File: src/hw/rtl/acp_pkg.sv
`timescale 1ns / 1ps
// ----------------------------------------------------------------------------
// acp_pkg
// Shared types, character codes and helpers for the ASCII CAN command parser.
// ----------------------------------------------------------------------------
package acp_pkg;

    localparam logic [7:0] CR_CHAR     = 8'h0D;
    localparam logic [7:0] CHR_ZERO    = 8'h30;
    localparam logic [7:0] CHR_NINE    = 8'h39;
    localparam logic [7:0] CHR_UP_A    = 8'h41;
    localparam logic [7:0] CHR_UP_F    = 8'h46;
    localparam logic [7:0] CHR_LO_A    = 8'h61;
    localparam logic [7:0] CHR_LO_F    = 8'h66;
    localparam logic [7:0] UP_OFFSET   = 8'h37;
    localparam logic [7:0] LO_OFFSET   = 8'h57;

    localparam logic [7:0] LTR_STD_DATA = 8'h74;  // t
    localparam logic [7:0] LTR_EXT_DATA = 8'h54;  // T
    localparam logic [7:0] LTR_STD_RTR  = 8'h72;  // r
    localparam logic [7:0] LTR_EXT_RTR  = 8'h52;  // R
    localparam logic [7:0] LTR_STD_MASK = 8'h6B;  // k
    localparam logic [7:0] LTR_EXT_MASK = 8'h4B;  // K
    localparam logic [7:0] LTR_STD_FILT = 8'h6C;  // l
    localparam logic [7:0] LTR_EXT_FILT = 8'h4C;  // L

    localparam logic [28:0] STD_ID_MASK = 29'h0000_07FF;
    localparam logic [28:0] EXT_ID_MASK = 29'h1FFF_FFFF;
    localparam logic [4:0]  POS_MAX     = 5'd31;
    localparam logic [4:0]  STD_ID_LEN  = 5'd3;
    localparam logic [4:0]  EXT_ID_LEN  = 5'd8;

    typedef enum logic [2:0] {
        CODE_STD_DATA = 3'd0,
        CODE_EXT_DATA = 3'd1,
        CODE_STD_RTR  = 3'd2,
        CODE_EXT_RTR  = 3'd3,
        CODE_STD_MASK = 3'd4,
        CODE_EXT_MASK = 3'd5,
        CODE_STD_FILT = 3'd6,
        CODE_EXT_FILT = 3'd7
    } t_code;

    typedef enum logic [2:0] {
        KIND_STD_DATA  = 3'd0,
        KIND_EXT_DATA  = 3'd1,
        KIND_STD_RTR   = 3'd2,
        KIND_EXT_RTR   = 3'd3,
        KIND_SET_MASK  = 3'd4,
        KIND_SET_FILT  = 3'd5
    } t_kind;

    typedef enum logic [1:0] {
        ST_OK      = 2'd0,
        ST_LENGTH  = 2'd1,
        ST_BAD_CMD = 2'd2
    } t_status;

    typedef struct packed {
        logic [2:0]  command_kind;
        logic [28:0] ident;
        logic        is_extended;
        logic        is_remote;
        logic [3:0]  byte_count;
        logic [63:0] payload;
        logic [3:0]  slot;
        logic [1:0]  status;
    } t_result;

    function automatic logic [3:0] hex_nibble(input logic [7:0] c);
        logic [7:0] d;
        d = {4'h0, c[3:0]};
        if (c >= CHR_ZERO && c <= CHR_NINE) begin
            d = c - CHR_ZERO;
        end else if (c >= CHR_UP_A && c <= CHR_UP_F) begin
            d = c - UP_OFFSET;
        end else if (c >= CHR_LO_A && c <= CHR_LO_F) begin
            d = c - LO_OFFSET;
        end
        return d[3:0];
    endfunction

endpackage

File: src/hw/rtl/acp_if.sv
`timescale 1ns / 1ps
// ----------------------------------------------------------------------------
// acp_byte_if / acp_result_if
// Valid/ready channels for received characters and parsed commands.
// ----------------------------------------------------------------------------
interface acp_byte_if;
    logic       valid;
    logic       ready;
    logic [7:0] in_byte;

    modport source (output valid, output in_byte, input ready);
    modport sink   (input valid, input in_byte, output ready);
endinterface

interface acp_result_if;
    logic        valid;
    logic        ready;
    logic [2:0]  command_kind;
    logic [28:0] ident;
    logic        is_extended;
    logic        is_remote;
    logic [3:0]  byte_count;
    logic [63:0] payload;
    logic [3:0]  slot;
    logic [1:0]  status;

    modport source (output valid, output command_kind, output ident, output is_extended,
                    output is_remote, output byte_count, output payload, output slot,
                    output status, input ready);
    modport sink   (input valid, input command_kind, input ident, input is_extended,
                    input is_remote, input byte_count, input payload, input slot,
                    input status, output ready);
endinterface

File: src/hw/rtl/ascii_can_command_parser.sv
`timescale 1ns / 1ps
// ----------------------------------------------------------------------------
// ascii_can_command_parser
// Parses CR-terminated ASCII CAN command lines (t T r R k K l L) one
// character per item and emits one parsed command per non-empty terminated line.
//
//   channel   dir  fields                                        item
//   i_cmd     in   in_byte                                       one character
//   o_res     out  command_kind ident is_extended is_remote       one command
//                  byte_count payload slot status
//
// One item per cycle sustained while o_res is not stalled; each character
// passes the input register, then the result register, before o_res.valid.
// The line state advances in the single pass between the two registers.
// A stalled result holds the result register; the input register still
// takes one more item, and ready drops only while both are full.
// Synchronous active-low reset clears the line state and both valid flags.
// ----------------------------------------------------------------------------
module ascii_can_command_parser #(
    parameter int MAX_DATA_BYTES = 8
) (
    input  logic         i_clk,
    input  logic         i_rst_n,
    acp_byte_if.sink     i_cmd,
    acp_result_if.source o_res
);
    import acp_pkg::*;

    localparam int         DATA_W  = 8 * MAX_DATA_BYTES;
    localparam int         NIB_N   = 2 * MAX_DATA_BYTES;
    localparam logic [3:0] MAX_LEN = 4'(MAX_DATA_BYTES);

    logic              r_in_vld;
    logic [7:0]        r_in_byte;
    logic              r_out_vld, n_out_vld;
    t_result           r_out, n_out;

    logic [4:0]        r_pos, n_pos;
    t_code             r_code, n_code;
    logic [28:0]       r_ident, n_ident;
    logic [3:0]        r_len, n_len;
    logic [DATA_W-1:0] r_data, n_data;
    logic [3:0]        r_slot, n_slot;
    logic              r_bad, n_bad;

    logic              w_fire;
    logic [3:0]        w_nib;
    logic [4:0]        w_idlen;
    logic [5:0]        w_pos6;
    logic [5:0]        w_data_beg;
    logic [5:0]        w_data_end;
    logic [4:0]        w_k;
    logic [3:0]        w_nib_idx;
    logic              w_ok;

    assign w_fire      = r_in_vld && (!r_out_vld || o_res.ready);
    assign i_cmd.ready = !r_in_vld || w_fire;

    always_ff @(posedge i_clk) begin
        if (!i_rst_n) begin
            r_in_vld <= 1'b0;
        end else if (i_cmd.ready) begin
            r_in_vld <= i_cmd.valid;
        end
    end

    always_ff @(posedge i_clk) begin
        if (i_cmd.valid && i_cmd.ready) begin
            r_in_byte <= i_cmd.in_byte;
        end
    end

    assign w_nib      = hex_nibble(r_in_byte);
    assign w_idlen    = r_code[0] ? EXT_ID_LEN : STD_ID_LEN;
    assign w_pos6     = {1'b0, r_pos};
    assign w_data_beg = {1'b0, w_idlen} + 6'd2;
    assign w_data_end = w_data_beg + {1'b0, r_len, 1'b0};
    assign w_k        = r_pos - w_data_beg[4:0];
    assign w_nib_idx  = w_k[3:0] ^ 4'd1;

    always_comb begin
        priority if (r_code[2]) begin
            w_ok = (w_pos6 == w_data_beg);
        end else if (r_code[1]) begin
            w_ok = (w_pos6 >= w_data_beg);
        end else begin
            w_ok = (w_pos6 >= w_data_end);
        end
    end

    always_comb begin
        n_pos     = r_pos;
        n_code    = r_code;
        n_ident   = r_ident;
        n_len     = r_len;
        n_data    = r_data;
        n_slot    = r_slot;
        n_bad     = r_bad;
        n_out     = r_out;
        n_out_vld = r_out_vld && !o_res.ready;

        if (w_fire) begin
            if (r_in_byte != CR_CHAR) begin
                if (r_pos == 5'd0) begin
                    n_pos = 5'd1;
                    unique case (r_in_byte)
                        LTR_STD_DATA: n_code = CODE_STD_DATA;
                        LTR_EXT_DATA: n_code = CODE_EXT_DATA;
                        LTR_STD_RTR:  n_code = CODE_STD_RTR;
                        LTR_EXT_RTR:  n_code = CODE_EXT_RTR;
                        LTR_STD_MASK: n_code = CODE_STD_MASK;
                        LTR_EXT_MASK: n_code = CODE_EXT_MASK;
                        LTR_STD_FILT: n_code = CODE_STD_FILT;
                        LTR_EXT_FILT: n_code = CODE_EXT_FILT;
                        default: begin
                            n_code = CODE_STD_DATA;
                            n_bad  = 1'b1;
                        end
                    endcase
                end else begin
                    if (!r_bad) begin
                        if (!r_code[2]) begin
                            priority if (r_pos <= w_idlen) begin
                                n_ident = {r_ident[24:0], w_nib};
                            end else if (r_pos == w_idlen + 5'd1) begin
                                n_len = (w_nib > MAX_LEN) ? MAX_LEN : w_nib;
                            end else if (!r_code[1] && w_pos6 >= w_data_beg
                                         && w_pos6 < w_data_end) begin
                                for (int i = 0; i < NIB_N; i++) begin
                                    if (w_nib_idx == 4'(i)) begin
                                        n_data[4*i +: 4] = r_data[4*i +: 4] | w_nib;
                                    end
                                end
                            end else begin
                                n_data = r_data;
                            end
                        end else begin
                            priority if (r_pos == 5'd1) begin
                                n_slot = w_nib;
                            end else if (r_pos <= w_idlen + 5'd1) begin
                                n_ident = {r_ident[24:0], w_nib};
                            end else begin
                                n_ident = r_ident;
                            end
                        end
                    end
                    if (r_pos != POS_MAX) begin
                        n_pos = r_pos + 5'd1;
                    end
                end
            end else begin
                if (r_pos != 5'd0) begin
                    n_out_vld = 1'b1;
                    n_out     = '0;
                    if (r_bad) begin
                        n_out.status = ST_BAD_CMD;
                    end else begin
                        n_out.command_kind = r_code[2] ? (r_code[1] ? KIND_SET_FILT
                                                                    : KIND_SET_MASK)
                                                       : r_code;
                        n_out.is_extended  = r_code[0];
                        n_out.is_remote    = !r_code[2] && r_code[1];
                        if (w_ok) begin
                            n_out.ident  = r_ident & (r_code[0] ? EXT_ID_MASK : STD_ID_MASK);
                            n_out.status = ST_OK;
                            if (!r_code[2]) begin
                                n_out.byte_count = r_len;
                            end
                            if (!r_code[2] && !r_code[1]) begin
                                n_out.payload = 64'(r_data);
                            end
                            if (r_code[2]) begin
                                n_out.slot = r_slot;
                            end
                        end else begin
                            n_out.status = ST_LENGTH;
                        end
                    end
                end
                n_pos   = 5'd0;
                n_code  = CODE_STD_DATA;
                n_ident = '0;
                n_len   = '0;
                n_data  = '0;
                n_slot  = '0;
                n_bad   = 1'b0;
            end
        end
    end

    always_ff @(posedge i_clk) begin
        if (!i_rst_n) begin
            r_out_vld <= 1'b0;
            r_pos     <= 5'd0;
            r_code    <= CODE_STD_DATA;
            r_ident   <= '0;
            r_len     <= '0;
            r_data    <= '0;
            r_slot    <= '0;
            r_bad     <= 1'b0;
        end else begin
            r_out_vld <= n_out_vld;
            r_pos     <= n_pos;
            r_code    <= n_code;
            r_ident   <= n_ident;
            r_len     <= n_len;
            r_data    <= n_data;
            r_slot    <= n_slot;
            r_bad     <= n_bad;
        end
    end

    always_ff @(posedge i_clk) begin
        r_out <= n_out;
    end

    assign o_res.valid        = r_out_vld;
    assign o_res.command_kind = r_out.command_kind;
    assign o_res.ident        = r_out.ident;
    assign o_res.is_extended  = r_out.is_extended;
    assign o_res.is_remote    = r_out.is_remote;
    assign o_res.byte_count   = r_out.byte_count;
    assign o_res.payload      = r_out.payload;
    assign o_res.slot         = r_out.slot;
    assign o_res.status       = r_out.status;

`ifndef SYNTH
    a_line_clear: assert property (@(posedge i_clk) disable iff (!i_rst_n)
        (w_fire && r_in_byte == CR_CHAR) |=> (r_pos == 5'd0 && !r_bad))
        else $error("line state not cleared after terminator");

    a_bad_code: assert property (@(posedge i_clk) disable iff (!i_rst_n)
        r_bad |-> (r_code == CODE_STD_DATA && r_pos != 5'd0))
        else $error("unknown letter state inconsistent");

    a_bad_result: assert property (@(posedge i_clk) disable iff (!i_rst_n)
        (r_out_vld && r_out.status == ST_BAD_CMD) |->
        (r_out.ident == '0 && r_out.payload == '0 && r_out.command_kind == '0))
        else $error("unknown letter result carries data");

    a_std_ident: assert property (@(posedge i_clk) disable iff (!i_rst_n)
        (r_out_vld && !r_out.is_extended) |-> (r_out.ident[28:11] == '0))
        else $error("standard identifier exceeds 11 bits");

    a_len_sat: assert property (@(posedge i_clk) disable iff (!i_rst_n)
        r_out_vld |-> (r_out.byte_count <= MAX_LEN && r_len <= MAX_LEN))
        else $error("length code above saturation limit");
`endif

endmodule

File: src/flat_wrapper.sv
// flat-port wrapper written by rule: the top's interface ports become plain ports
module ascii_can_command_parser_flat import acp_pkg::*;
#(
    parameter int MAX_DATA_BYTES = 8
)
  (i_clk, i_rst_n, i_cmd_valid, i_cmd_in_byte, i_cmd_ready, o_res_valid, o_res_command_kind, o_res_ident, o_res_is_extended, o_res_is_remote, o_res_byte_count, o_res_payload, o_res_slot, o_res_status, o_res_ready);
  acp_byte_if i_cmd_i ();
  acp_result_if o_res_i ();
  input  logic i_clk;
  input  logic i_rst_n;
  input wire logic [$bits(i_cmd_i.valid)-1:0] i_cmd_valid;
  input wire logic [$bits(i_cmd_i.in_byte)-1:0] i_cmd_in_byte;
  output wire logic [$bits(i_cmd_i.ready)-1:0] i_cmd_ready;
  output wire logic [$bits(o_res_i.valid)-1:0] o_res_valid;
  output wire logic [$bits(o_res_i.command_kind)-1:0] o_res_command_kind;
  output wire logic [$bits(o_res_i.ident)-1:0] o_res_ident;
  output wire logic [$bits(o_res_i.is_extended)-1:0] o_res_is_extended;
  output wire logic [$bits(o_res_i.is_remote)-1:0] o_res_is_remote;
  output wire logic [$bits(o_res_i.byte_count)-1:0] o_res_byte_count;
  output wire logic [$bits(o_res_i.payload)-1:0] o_res_payload;
  output wire logic [$bits(o_res_i.slot)-1:0] o_res_slot;
  output wire logic [$bits(o_res_i.status)-1:0] o_res_status;
  input wire logic [$bits(o_res_i.ready)-1:0] o_res_ready;
  assign i_cmd_i.valid = i_cmd_valid;
  assign i_cmd_i.in_byte = i_cmd_in_byte;
  assign i_cmd_ready = i_cmd_i.ready;
  assign o_res_valid = o_res_i.valid;
  assign o_res_command_kind = o_res_i.command_kind;
  assign o_res_ident = o_res_i.ident;
  assign o_res_is_extended = o_res_i.is_extended;
  assign o_res_is_remote = o_res_i.is_remote;
  assign o_res_byte_count = o_res_i.byte_count;
  assign o_res_payload = o_res_i.payload;
  assign o_res_slot = o_res_i.slot;
  assign o_res_status = o_res_i.status;
  assign o_res_i.ready = o_res_ready;
  ascii_can_command_parser #(.MAX_DATA_BYTES(MAX_DATA_BYTES)) u_core (.i_clk(i_clk), .i_rst_n(i_rst_n), .i_cmd(i_cmd_i), .o_res(o_res_i));
endmodule
File: config.mk
export PLATFORM = sky130hd
export DESIGN_NAME = ascii_can_command_parser_flat
export DESIGN_NICKNAME = d
export VERILOG_FILES = /design/src/hw/rtl/acp_pkg.sv /design/src/hw/rtl/acp_if.sv /design/src/hw/rtl/ascii_can_command_parser.sv /design/src/flat_wrapper.sv
export SDC_FILE = /design/constraint.sdc
export NUM_CORES = 1
export LEC_CHECK = 0
export BUFFER_PORTS_ARGS = -buffer_cell sky130_fd_sc_hd__buf_2
export CORE_ASPECT_RATIO = 1.2
export CORE_UTILIZATION = 50
export CTS_CLUSTER_SIZE = 24
export DETAILED_ROUTE_END_ITERATION = 8
export PLACE_DENSITY = 0.8
export SYNTH_ARGS = -nofsm -noshare
export SYNTH_HDL_FRONTEND = slang
export SYNTH_SLANG_ARGS = --single-unit
File: constraint.sdc
create_clock -name i_clk -period 9 [get_ports i_clk]
set_clock_uncertainty 0.05 [all_clocks]
set_input_delay 0.45 -clock i_clk [delete_from_list [all_inputs] [get_ports i_clk]]
set_output_delay 0.45 -clock i_clk [all_outputs]
set_load 0.01 [all_outputs]
==> run metrics, run 1 <==
RSZ-0062 raised after global routing=no; synth cell count leaders=149 x nand2_1, 116 x edfxtp_1, 112 x dfxtp_1; Worst Path Required=9220 ps; Die Y-Extent=154 um; row count=55; htree depth=1; drt pass-1 iters=7; Synthesized Nets=877; CP Launch Type=register; Worst slew margin=0.231; ys flop type=edfxtp_1; path category of the worst min-delay check=in2reg; die area=19700 um^2; max incr delay on CP=930 ps; Buf+Inv Stages, Crit Path=2; clock sink count=228; clock buffer depth=3; Post-Synth Adder-Cell Area=0.0316; n_diodes=0; multi-input logic area=3600 um^2; CTS tree=built; count leader, synth=nand2_1; post-CTS resize count=0; DRT iter0 DRCs=589; gr usage total=0.207; Synth Area in Compound Gates=0.0986; multiplexer share of the synthesized area=0.0376; hold_ws=62.1 ps; Vias=6726; Tcrit/Tclk final=0.507; Core ar.=18800 um^2; Final Hold Viols=0; nets=974; io pins=122; hold-fix buffers at CTS=0; vias in the first global route=6309; Synth Area in Simple Gates=0.196; Initial Util=0.510; Crit Path Category=reg2reg; GRT overflow=0; Post-Syn Area=9580 um^2; Post-synth EDFFs=116; Yosys cell types=63; Syn. warnings=0; largest family of logic cells by synthesized area=simple AND/OR/NAND/NOR gates; GPL Wtd Cong=0.933; CP Cell Sequence=inv_1, ha_1, a21o_1, a21oi_1, xor2_1, ha_1, and3_1, and3_1, o31ai_1, a21oi_4, buf_4, and4_1; Leak=0.00459 uW; Synth top area share=0.364; Area Overhead vs Synth=15.2%; Crit-path slowest cell=dfxtp_1; synthesized instance count=842; DRC=0; clk root buf=clkbuf_16; CP max FO=83; FFs w/ async S/R, synth=0; Routed Antenna Nets=0; Avg Cell Area, Syn=11.4 um^2; Seq/Total Area, Yosys=0.598; DR vias/cell=5.56; FF+latch area=5730 um^2; #FFs+latches synth=228; Slew Limit Fails=0; Final Critical Period=4560 ps; DR WL/cell=16.5 um; number of port buffers=121; largest net degree at the start of global routing=84; Max Cap Violations=0; Worst Setup End Kind=register; slew of the pin with the lowest slew margin=1150 ps; Post-CTS Setup Bufs=0; CTS Buf Count=22; final-report setup violation count=0; Pwr Density=185 nW/um^2; Worst-Skew Late Latency=510 ps; CTS clk-pin slew, worst paths=60 ps; hpwl dp=12800 um; XOR/XNOR Fraction of Synth Area=0.00731; Max Clock Freq=0.219 GHz; routed wire length=20000 um; cell accounting for the most synthesized area=edfxtp_1; CP arrival=4780 ps; share of cells above drive strength 1=0.199; dominant cells by area after synthesis=edfxtp_1 36%, dfxtp_1 23%, nand2_1 5.8%; fillcell total=1531; Worst path top cell family by delay=compound AO/OA/AOI/OAI gates; Final TNS setup=0 ps; initial antenna violation count=1; first-pass GRT wire length=32500 um; outcome=complete, no violations; DIE WIDTH=128 um; worst vdd ir=0.000127 V
-- metrics by stage --
step | area [um^2] | cells | power, uW | utilization | setup WS, ps
after global routing | 11000 | 1210 | 2100 | 0.588 | 4070
after detailed placement | 10400 | 1171 | 1180 | 0.551 | 4450
final | 11000 | 1210 | 2040 | 0.588 | 4440
after floorplan | 9590 | 842 | 1160 | - | 3260
after global placement | 10400 | 1171 | 1180 | 0.551 | 4610
after CTS | 11000 | 1210 | 2050 | 0.588 | 4450
-- state kept, by name, summed over array words and instances (netlist names), 4 cells and up --
signal	flops
u_core.o_res.payload	64
u_core.o_res.byte_count	4
u_core.o_res.ident	29
u_core.o_res.slot	4
u_core.r_in_byte	8
u_core.r_pos	5
u_core.r_ident	29
u_core.r_len	4
u_core.r_data	64
u_core.r_slot	4
-- power breakdown --
part	internal [uW]	switching, uW	total (uW)
logic	19.3	50.6	70.0
registers	1090	6.28	1090
clock network	499	383	881
total	1600	440	2040
-- worst paths after layout --
| kind | from | endpoint | slack [ps] | cells after the start |
|---|---|---|---|---|
| hold / removal | i_cmd_in_byte[5] | u_core.r_in_byte[5]$_DFFE_PP_ | 60 | 1 |
| setup / recovery | u_core.r_code[0]$_SDFFE_PN0P_ | u_core.o_res.ident[24]$_SDFFCE_PP0P_ | 4440 | 12 |
| hold reg to reg | u_core.r_data[62]$_SDFFE_PN0P_ | u_core.r_data[62]$_SDFFE_PN0P_ | 390 | 2 |
| setup reg to reg | u_core.r_code[0]$_SDFFE_PN0P_ | u_core.o_res.ident[24]$_SDFFCE_PP0P_ | 4440 | 12 |
-- layout make-up --
cell class                 count  share of cell area
sequential                   228               0.519
multi-input combinational    546               0.326
timing repair buffer         128              0.0596
clock buffer                  29              0.0542
tap                          256              0.0290
clock inverter                10             0.00793
inverter                      13             0.00442
-- per-layer routing --
metal | share of wire | wire [um] | vias to the layer above | GRT usage
li1 | - | - | 3279 | -
met1 | 0.43 | 8550 | 3214 | 0.267
met2 | 0.49 | 9900 | 192 | 0.345
met3 | 0.049 | 981 | 39 | 0.0369
met4 | 0.028 | 568 | 2 | 0.0756
met5 | 0.00065 | 13 | - | 0
-- layout by cell type, fill, tap and decap left out, drive strengths merged, types with 3 or more instances in the layout --
| cell type | Yosys | final |
|---|---|---|
| inv | 12 | 12 |
| a22oi | 4 | 4 |
| clkbuf | 42 | 29 |
| a21o | 5 | 5 |
| nand2 | 149 | 149 |
| buf | 13 | 128 |
| nor3 | 10 | 10 |
| and4b | 5 | 5 |
| nand3 | 18 | 18 |
| ha | 21 | 21 |
| edfxtp | 116 | 116 |
| nor2b | 7 | 7 |
| nor4 | 3 | 3 |
| nor3b | 3 | 3 |
| nand4 | 4 | 4 |
| a31oi | 14 | 14 |
| clkinv | 1 | 8 |
| or3 | 4 | 4 |
| mux2i | 36 | 36 |
| nor2 | 19 | 19 |
| o31ai | 37 | 37 |
| xnor2 | 6 | 6 |
| nand2b | 8 | 8 |
| or4b | 3 | 3 |
| dfxtp | 112 | 112 |
| o21ai | 32 | 32 |
| and2 | 7 | 7 |
| nand4b | 3 | 3 |
| a21oi | 17 | 17 |
| and3 | 78 | 78 |
| and4 | 21 | 21 |
-- cells by family after synthesis --
| group | after synthesis |
|---|---|
| muxes | 36 |
| DFF | 228 |
| xor gates and xnor gates | 8 |
| buffers and inverters | 68 |
| adders and majority gates | 23 |
| AOI/OAI and AO/OA | 128 |
| and+or+nand+nor | 351 |
(Power assumes the default switching activity.)
==> run 2: changes to the inputs <==
--- a/config.mk
+++ b/config.mk
@@ -10,7 +10,7 @@
 export CORE_UTILIZATION = 50
 export CTS_CLUSTER_SIZE = 24
 export DETAILED_ROUTE_END_ITERATION = 8
-export PLACE_DENSITY = 0.8
+export PLACE_DENSITY = 0.77
 export SYNTH_ARGS = -nofsm -noshare
 export SYNTH_HDL_FRONTEND = slang
 export SYNTH_SLANG_ARGS = --single-unit
==> constraint.sdc (replaced) <==
create_clock -name i_clk -period 4.2 [get_ports i_clk]
set_clock_uncertainty 0.05 [all_clocks]
set_input_delay 0.21 -clock i_clk [delete_from_list [all_inputs] [get_ports i_clk]]
set_output_delay 0.21 -clock i_clk [all_outputs]
set_load 0.01 [all_outputs]
==> run 2 against run 1 <==
Compared with the run above: sequential power rose by 110%; largest cell class unchanged; total power rose by 110%; die area did not move; largest power group unchanged.
==> run metrics, run 2 (synthesized netlist as in run 1, its figures left out) <==
Final TNS setup=0 ps (unchanged); Slew Limit Fails=0 (unchanged); setup slack, reg-to-reg=430 ps (was 4440 ps); CTS tree=built (unchanged); Int Power=3420 uW (was 1600 uW); Core ar.=18800 um^2 (unchanged); hold-fix buffers at CTS=10 (was 0); Final Cell Area=11200 um^2 (was 11000 um^2); slew of the pin with the lowest slew margin=999 ps (was 1150 ps); Net Sw Power=929 uW (was 440 uW); Final Hold Viols=0 (unchanged); row count=55 (unchanged); largest net degree at the start of global routing=98 (was 84); die area=19700 um^2 (unchanged); n_diodes=0 (unchanged); Routed Antenna Nets=0 (unchanged); number of port buffers=121 (unchanged); hpwl dp=12800 um (about the same); DRC=0 (unchanged); Seq pwr share=0.538 (was 0.534); R2R depth=12 (unchanged); first-pass GRT wire length=32800 um (was 32500 um); Final Critical Period=3770 ps (was 4560 ps); io pins=122 (unchanged); most common cell after layout, fill and taps aside=nand2_1 (unchanged); Max Clock Freq=0.265 GHz (was 0.219 GHz); CTS clk-pin slew, worst paths=60 ps (about the same); Initial Util=0.510 (unchanged); vias in the first global route=6561 (was 6309); Place WS=539 ps (was 4450 ps); clock buffer depth=3 (unchanged); Worst slew margin=0.333 (was 0.231); combinational power share=0.036 (was 0.034); Leak=0.00466 uW (was 0.00459 uW); GPL Wtd Cong=0.861 (was 0.933); commonest cells after routing, fill and taps aside=149 x nand2_1, 121 x buf_2, 116 x edfxtp_1 (unchanged); placed cell area=10400 um^2 (about the same); CP Cell Sequence=inv_1, ha_1, a21o_1, a21oi_1, xor2_1, ha_1, and3_1, and3_1, o31ai_1, a21oi_4, buf_4, and3_1 (was inv_1, ha_1, a21o_1, a21oi_1, xor2_1, ha_1, and3_1, and3_1, o31ai_1, a21oi_4, buf_4, and4_1); Crit-path slowest cell=dfxtp_1 (unchanged); hold_ws=33.4 ps (was 62.1 ps); CP arrival=3970 ps (was 4780 ps); DR vias/cell=5.51 (was 5.56); DRT iter0 DRCs=444 (was 589); Critical Path Sink=u_core.o_res.payload[7]$_SDFFCE_PP0P_ (was u_core.o_res.ident[24]$_SDFFCE_PP0P_); routed wire length=20000 um (about the same); CP Launch Type=register (unchanged); Tcrit/Tclk final=0.897 (was 0.507); Pwr Density=389 nW/um^2 (was 185 nW/um^2); path category of the worst min-delay check=in2reg (unchanged); final-report setup violation count=0 (unchanged); drt pass-1 iters=7 (unchanged); Max Cap Violations=0 (unchanged); htree depth=1 (unchanged); worst vdd ir=0.000299 V (was 0.000127 V); initial antenna violation count=0 (was 1); Worst R2R Start=u_core.r_code[0]$_SDFFE_PN0P_ (unchanged); DR WL/cell=16.3 um (was 16.5 um); Post-CTS Setup Bufs=0 (unchanged); clk root buf=clkbuf_16 (unchanged); Area Overhead vs Synth=16.5% (was 15.2%); Worst Path Required=4400 ps (was 9220 ps); share of cells above drive strength 1=0.203 (was 0.199); Worst-Skew Late Latency=500 ps (was 510 ps); clock power share=0.425 (was 0.431); max incr delay on CP=500 ps (was 930 ps); Most common cell on crit path=and3_1; DIE WIDTH=128 um (unchanged); gr usage total=0.207 (about the same); CP Launch Point=u_core.r_code[0]$_SDFFE_PN0P_ (unchanged); GRT overflow=0 (unchanged); CTS Buf Count=22 (unchanged); worst setup margin=433 ps (was 4440 ps); Vias=6754 (was 6726); R2R Path End=u_core.o_res.payload[7]$_SDFFCE_PP0P_ (was u_core.o_res.ident[24]$_SDFFCE_PP0P_); outcome=complete, no violations (unchanged); Worst Setup End Kind=register (unchanged); clock sink count=228 (unchanged); Sw Ratio=0.214 (was 0.215); nets=989 (was 974); RSZ-0062 raised after global routing=no (unchanged); post-CTS resize count=0 (unchanged); CP max FO=97 (was 83); Die Y-Extent=154 um (unchanged); Crit Path Category=reg2reg (unchanged)
==> run 2: worst min path at each step <==
| stage | start | end | depth (start not counted) |
|---|---|---|---|
| 2_1_floorplan | i_cmd_in_byte[0] | u_core.r_in_byte[0]$_DFFE_PP_ | 0 |
| 3_3_place_gp | i_cmd_in_byte[7] | u_core.r_in_byte[7]$_DFFE_PP_ | 1 |
| 3_5_place_dp | i_cmd_in_byte[7] | u_core.r_in_byte[7]$_DFFE_PP_ | 1 |
| 4_1_cts | o_res_ready | u_core.r_in_vld$_SDFFE_PN0N_ | 4 |
| 5_1_grt | o_res_ready | u_core.r_in_vld$_SDFFE_PN0N_ | 4 |
| 6_report | o_res_ready | u_core.r_in_vld$_SDFFE_PN0N_ | 4 |
==> run 2: worst max-delay path, delay by kind of cell, from the launching register on <==
kind,cells,cell delay [ps]
buffers and inverters,2,600
flip-flops,1,500
AND/OR/NAND/NOR,3,670
AO/OA/AOI/OAI,4,840
XOR/XNOR,1,210
adder cells (fa/ha/maj),2,610
==> run 2: per-stage QoR <==
| stage | util | power [uW] | cells |
|---|---|---|---|
| 6_report | 0.594 | 4350 | 1226 |
| 5_1_grt | 0.594 | 4490 | 1226 |
| 3_3_place_gp | 0.553 | 2530 | 1176 |
| 2_1_floorplan | - | 2490 | 842 |
| 3_5_place_dp | 0.553 | 2540 | 1176 |
| 4_1_cts | 0.594 | 4380 | 1226 |
==> run 2: cell type report <==
| class | instances | area (um^2) |
|---|---|---|
| Clock buffer | 32 | 629 |
| Inverter | 13 | 48.8 |
| Fill cell | 1553 | 7620 |
| Tap cell | 256 | 320 |
| Multi-Input combinational cell | 546 | 3600 |
| Sequential cell | 228 | 5730 |
| Timing Repair Buffer | 143 | 796 |
| Clock inverter | 8 | 45.0 |
==> run 2: metal layers <==
layer | track usage | wire length [um]
met5 | 0 | 0
met4 | 0.0706 | 428
met3 | 0.0310 | 1070
met2 | 0.361 | 9910
met1 | 0.260 | 8610
==> run 2: power by group through the flow <==
stage	combinational (uW)	sequential [uW]	clock, uW
floorplan	110	2380	0
finish	158	2340	1850
CTS	157	2340	1890
global placement	146	2390	0
detailed placement	149	2390	0
global route	172	2340	1980
